## config.mk

```make
export PLATFORM = sky130hd
export DESIGN_NAME = art_cell
export DESIGN_NICKNAME = d
export VERILOG_FILES = /design/src/address_region_table_assert.svh /design/src/art_pkg.sv /design/src/art_cell.sv
export SDC_FILE = /design/constraint.sdc
export NUM_CORES = 1
export LEC_CHECK = 0
export BUFFER_PORTS_ARGS = -buffer_cell sky130_fd_sc_hd__clkbuf_2
export CAP_MARGIN = 20
export CORE_ASPECT_RATIO = 0.8
export CORE_MARGIN = 2
export CORE_UTILIZATION = 40
export DETAILED_ROUTE_END_ITERATION = 10
export PLACE_DENSITY = 0.82
export RECOVER_POWER = 25
export SETUP_SLACK_MARGIN = 0.5
export SLEW_MARGIN = 20
export SYNTH_ARGS = -nofsm -noshare
export SYNTH_HDL_FRONTEND = slang
export SYNTH_SLANG_ARGS = --single-unit
```

## constraint.sdc

```tcl
create_clock -name clk -period 4.4 [get_ports clk]
set_clock_uncertainty 0.2 [all_clocks]
set_input_delay 0.44 -clock clk [delete_from_list [all_inputs] [get_ports clk]]
set_output_delay 0.44 -clock clk [all_outputs]
set_load 0.01 [all_outputs]
```

## src/address_region_table_assert.svh

```systemverilog
// Assertion macros for the address region table RTL.
// Depends on a clk and an arst_n signal in the scope of each use.
`ifndef ADDRESS_REGION_TABLE_ASSERT_SVH
`define ADDRESS_REGION_TABLE_ASSERT_SVH

// Antecedent implies consequent in the same cycle.
`define ART_ASSERT_NOW(lbl, ante, cons, msg) \
	lbl: assert property (@(posedge clk) disable iff (!arst_n) (ante) |-> (cons)) else $error(msg);

// Antecedent implies consequent in the next cycle.
`define ART_ASSERT_NEXT(lbl, ante, cons, msg) \
	lbl: assert property (@(posedge clk) disable iff (!arst_n) (ante) |=> (cons)) else $error(msg);

`endif

```

## src/art_pkg.sv

```systemverilog
// Shared types, codes and defaults for the address region table.
// No dependencies; used by art_cell and address_region_table.
`default_nettype none

package art_pkg;

	localparam int REGIONS_DEF    = 32;
	localparam int PAGE_SHIFT_DEF = 12;

	localparam logic [31:0] WIN_BASE_RST = 32'h0020_0000;
	localparam logic [31:0] WIN_TOP_RST  = 32'hB000_0000;

	typedef enum logic [1:0] {
		FUNC_MAP    = 2'd0,
		FUNC_LOOKUP = 2'd1,
		FUNC_CHECK  = 2'd2,
		FUNC_CLEAR  = 2'd3
	} func_t;

	typedef enum logic [1:0] {
		STAT_OK   = 2'd0,
		STAT_BAD  = 2'd1,
		STAT_FULL = 2'd2
	} status_t;

	localparam int FLAG_READ_BIT  = 0;
	localparam int FLAG_WRITE_BIT = 1;
	localparam int FLAG_STACK_BIT = 3;

	typedef enum logic [0:0] {
		REG_WIN_BASE = 1'b0,
		REG_WIN_TOP  = 1'b1
	} reg_idx_t;

	typedef struct packed {
		logic [1:0]  func;
		logic [31:0] addr;
		logic [31:0] length;
		logic [3:0]  perm_flags;
		logic        want_write;
	} req_beat_t;

	typedef struct packed {
		logic [1:0]  status;
		logic        hit;
		logic [31:0] region_base;
		logic [31:0] region_limit;
		logic [3:0]  region_perm;
		logic [5:0]  region_total;
	} rsp_beat_t;

	typedef struct packed {
		logic [31:0] start;
		logic [31:0] limit;
		logic [3:0]  flags;
	} entry_t;

	// Data passed from one cell to its right neighbor.
	typedef struct packed {
		logic   valid;
		logic   le;
		entry_t ent;
	} link_t;

	// Compare results of one cell against the current probe.
	typedef struct packed {
		logic le;
		logic match;
		logic ov;
	} cell_stat_t;

endpackage

`default_nettype wire

```

## src/art_cell.sv

```systemverilog
// One table cell: holds a region and compares it against the probe address.
// Depends on art_pkg; instanced in a row by address_region_table.
`default_nettype none

module art_cell #(
	parameter int INDEX = 0,
	parameter int CW    = 6
) (
	input  wire               clk,
	input  wire  [CW-1:0]     count,
	input  wire  [31:0]       probe,
	input  art_pkg::entry_t   ins_ent,
	input  wire               ins_en,
	input  art_pkg::link_t    left,
	output art_pkg::link_t    right,
	output art_pkg::cell_stat_t stat
);

	art_pkg::entry_t ent_q;
	logic valid;
	logic le;

	assign valid = count > CW'(INDEX);
	assign le    = valid && (ent_q.start <= probe);

	// Compare against probe and against the range being inserted
	assign stat.le    = le;
	assign stat.match = le && (probe < ent_q.limit);
	assign stat.ov    = valid && (ent_q.start > probe) && (ent_q.start < ins_ent.limit);

	assign right.valid = valid;
	assign right.le    = le;
	assign right.ent   = ent_q;

	// Take the new region at the insert point, shift from the left above it
	always_ff @(posedge clk) begin
		if (ins_en) begin
			if (left.le && !le) begin
				ent_q <= ins_ent;
			end else if (left.valid && !left.le) begin
				ent_q <= left.ent;
			end
		end
	end

endmodule

`default_nettype wire

```

* Word level (Yosys, flattened, before mapping)
Cells that the tools add are included.
** Storage, ports and cells
- Logic and storage cells :: 20
- Input bits :: 178
- Output and inout port bits :: 73
- Register bits :: 68
** Operators by class
- Reduce and logical (&&, ||, !) cells :: 10
- Multiplexer cells :: 2
- Order comparisons :: 5
** Operators by type and width (count)
- $mux W68 :: 2
- $lt A32 B32 Y1 :: 2
- $gt A32 B32 Y1 :: 1
- $le A32 B32 Y1 :: 1
- $gt A6 B1 Y1 const B :: 1
- $logic_and A1 B1 Y1 :: 6
- $logic_not A1 Y1 :: 2
- $reduce_and A2 Y1 :: 1
- $reduce_bool A2 Y1 :: 1

* Depth between registers and ports, before layout
- Word-level depth :: 6
- Mapped depth :: 10
- Mapped depth without buffers :: 8

* Worst setup path before layout
OpenSTA, ideal clock, no wires.
- Kind :: register to register
- Start :: register ent_q (netlist bit right[47])
- End :: register ent_q (netlist bit right[0]), enable pin
- Path buffers :: 0
- Stages on the path, launching flop included :: 8
- Setup time :: 0.399 ns
- Slack :: 1.058 ns
- Data arrival time :: 2.743 ns
- Data required time :: 3.801 ns
- Period minus slack after synthesis :: 3.342 ns
- Path through :: edfxtp_1 ha_1 nand4_1 nor4_1 a21boi_0 o31a_1 o21a_1 o221a_2
** Between the ends
- Longest elaborated chain between the ends :: 6
** Ends and longest elaborated chain
- start: declaration :: RTL line art_cell.sv:19 : art_pkg::entry_t ent_q;
- start signal: assignment :: RTL line art_cell.sv:39 : ent_q <= ins_ent;
- start signal: assignment :: RTL line art_cell.sv:41 : ent_q <= left.ent;
- $le A32 B32 Y1 :: RTL line art_cell.sv:24 : assign le = valid && (ent_q.start <= probe);
- $logic_and A1 B1 Y1 :: RTL line art_cell.sv:24
- $logic_not A1 Y1 :: RTL line art_cell.sv:38 : if (left.le && !le) begin
- $logic_and A1 B1 Y1 :: RTL line art_cell.sv:38
- $reduce_bool A2 Y1 (no source line)
- $reduce_and A2 Y1 (no source line)
No other way between the ends.
A chain may end at the register's enable or synchronous reset.

==> summary by stage <==
Status
The flow ran to the end, and the final reports show no timing, DRC or antenna violations.

Synthesis
Synthesis inferred around 70 register bits. The post-synthesis area per instance is 11.0 um2. Synthesis produced 483 cells. The net count after synthesis is 755. The share of the yosys chip area belonging to registers is about two fifths. The number of different library cells used by synthesis comes to 36.

In the synthesized netlist the async set-or-reset flop fraction comes to 0%. In the synthesized netlist, the cells that appear most often are 96 x inv_1, 94 x ha_1, 68 x edfxtp_1, 48 x mux2_2, 28 x a21oi_1. The most used flip-flop cell after synthesis is edfxtp_1. In the post-synthesis netlist, the cell with the most instances is inv_1. The post-synthesis cell area is between 5000 and 6000 um2. For this run, the number of Yosys warnings is 0. Of the post-synthesis cell area, the dominant cell type holds 38.6%. In the post-synthesis netlist, the biggest area contributors are edfxtp_1 39%, ha_1 22%, mux2_2 10%. The number of flops mapped to enable cells by yosys is ~70. edfxtp_1 takes more of the synthesized area than any other cell.

Drt
Summed over all layers, the routed wires come to 14,700 um. The via-per-instance ratio is between 4 and 5. The residual DRC count is 0. The first routing iteration left 238 violations. The vias after detailed routing is 4,530. The number of search-and-repair iterations in the first detailed-routing pass is 4. In this run the remaining antenna-violating nets after routing total 0.

The wire length per cell is 16.0 um.

Global route
Entering global routing, the biggest net connects slightly above 40 pins. Global routing consumed, on the met2 layer, 35.3% of the routing resources. The first global-routing pass estimated 23,100 um of wire. The most heavily used metal layer in global routing is met2. The initial antenna violation count was 0.

For met3 alone, demand over resource in global routing was 5.15%. The overall overflow remaining after global route is 0. The total routing resource utilization after global routing is 21.0%.

For met1 alone, demand over resource in global routing was 27.1%. The number of global-route vias before repair is 4,691.

Power
Total power for the finished layout comes to 0.00206 W. The analysis attributes to cell leakage a power of 3.56 nW. The worst voltage drop across the vdd grid is 177 uV. The ratio of total power to cell area is about 300 nW/um2.

Setup path
The critical path crosses 8 cells after its start point. The arrival time of the worst setup path is 2.91 ns. STA classifies the critical path startpoint as a flop.

Data on the critical path is required at its endpoint by 3.76 ns. The signal on the critical path passes through ha_1, nand4_1, nor4_1, a21boi_0, o31a_1, o21a_1, and4_1, clkbuf_2. The worst register-to-register path has a depth of 8.

In this run the worst path has a maximum fanout of 4. The largest delay contributor family on the critical path is simple AND/OR/NAND/NOR gates. The worst setup path is captured at a primary output. The buffering stage count on the worst path with inverters included is 1. The type of the worst setup path is reg -> out.

The largest individual stage delay along the critical path comes from the cell edfxtp_1. The largest stage delay on the critical path is 0.46 ns.

STA
Setup total negative slack on the finished layout was measured at 0 ns. Setup repair after global routing left no endpoint under its margin. In the finished design, the share of the clock period the worst path needs comes to 80.7%. The number of pins exceeding their max-slew limit in the final report is 0. Setup violations remaining at the end of the flow were counted as 0. Timing would allow up to 281 MHz. Counting I/O delays and the setup requirement, the final critical path takes 3.55 ns. The total count of hold-check failures in the final report came to 0. Headroom to the max-slew limit came out at 64.2%. Hold is met by 0.190 ns.

For the pin with the worst max-slew slack, the measured transition is 0.538 ns.

Clocking
In this run, CTS created clock tree buffers numbering 9. The post-cts sizing count is 0. Counting along the longest clock path gives a buffer depth of 2. Clock tree synthesis found a total of 68 sinks. The H-tree depth reported by CTS is 3.

Buffers inserted to repair hold after CTS numbered 0. Buffers added to address setup during post-CTS repair amount to 0. Clock latency on the worst-skew pair, taken at its later pin, is 0.33 ns. The TritonCTS clock tree is built.

After clock tree synthesis, the clock-pin slew on the worst setup and hold paths is roughly 0.060 ns. The clock root buffer is clkbuf_16.

Cells and area
The net count of the finished layout is ~1k. The share of post-route cells with drive strength above 1 is 36.1%. The area growth from synthesis to layout is 31.7%.

The final-layout fill cell count is about 1.2k. The total inserted antenna cells is 0. The number of flip-flops under the largest register name is 68.

The post-route core utilization is a little over half.

Die
The starting utilization of the core area is 41.1%. The die is roughly 110 um tall. Pin placement for this block handled 251 I/O pins. The row count is 37. The floorplan step defined a core boundary enclosing ~13,000 um2. The area enclosed by the die boundary is 14,200 um2. The die is 133 um wide.

Place
Buffers placed on the I/O ports in this run total 250. Detailed placement ended at an HPWL of 12,600 um. The weighted congestion reported at the end of routability-driven placement is 0.903.

Hold path
The worst hold path was traced through 2 stages. The type of the worst min-delay path is in -> reg.

Flow run
The count of maximum capacitance violations is 0.
==> worst register-to-register path, delay by kind of cell, from the launching register on <==
kind	cells	cell delay (ns)
flip-flops	1	0.46
AO/OA/AOI/OAI	4	1.02
buffers and inverters	1	0.45
adder cells (fa/ha/maj)	1	0.34
AND/OR/NAND/NOR	2	0.63
==> report_power, final <==
group / switching [W] / total, W / internal (W)
clock network: 0.000288 / 0.000733 / 0.000445
logic: 0.000263 / 0.000508 / 0.000245
registers: 0.0000372 / 0.000820 / 0.000783
==> per-layer routing <==
metal  share of wire, %  up-vias
met5                  0        -
met4                1.3        0
met3                6.7       16
met2                 47      171
met1                 45     2079
li1                   -     2264
==> area by class of cell <==
type	count	area [um2]	area share, %
Clock buffer	10	229	3.29
Clock inverter	6	72.6	1.04
Inverter	96	360	5.17
Multi-Input combinational cell	308	2820	40.5
Sequential cell	68	2040	29.3
Tap cell	175	219	3.14
Timing Repair Buffer	255	1220	17.6
==> layout by cell type, fill, tap and decap left out, types with 5 or more instances in the layout <==
cell type / Yosys / layout
inv_1: 96 / 96
mux2_1: 20 / 20
clkbuf_2: 0 / 198
a21oi_1: 28 / 28
nand3_1: 6 / 6
o21ai_0: 10 / 10
edfxtp_1: 68 / 68
nand4_1: 17 / 17
clkbuf_16: 0 / 9
clkbuf_1: 1 / 53
mux2_2: 48 / 48
buf_4: 4 / 5
nor2_1: 12 / 12
a21o_1: 20 / 20
nand2_1: 16 / 16
ha_1: 94 / 94
==> worst paths after layout <==
check	to	slack (ns)	from
worst min-delay path	right[57]	0.19	ins_ent[57]
worst max-delay path	stat[0]	0.85	right[49]
worst min register to register	right[58]	1.15	right[67]
worst max register to register	right[7]	0.93	right[49]
==> kinds of logic (layout without fill, tap and decap cells) <==
family / after synthesis / count (layout) / synth area share (%)
AOI/OAI and AO/OA: 80 / 80 / 10.0
adders and majority gates: 94 / 94 / 22.2
buffers and inverters: 107 / 367 / 8.25
DFF: 68 / 68 / 38.6
muxes: 68 / 68 / 14.5
and+or+nand+nor: 66 / 66 / 6.41
==> stage by stage <==
| stage | instance area (um2) | worst slack (ns) | instances |
|---|---|---|---|
| finish | 6970 | 0.847 | 918 |
| global route | 6970 | 0.533 | 918 |
| CTS | 7030 | 0.691 | 918 |
| detailed placement | 6730 | 0.665 | 902 |
| global placement | 6730 | 0.770 | 902 |
| floorplan | 5290 | 1.06 | 483 |
Power figures use the tool's default switching activity.
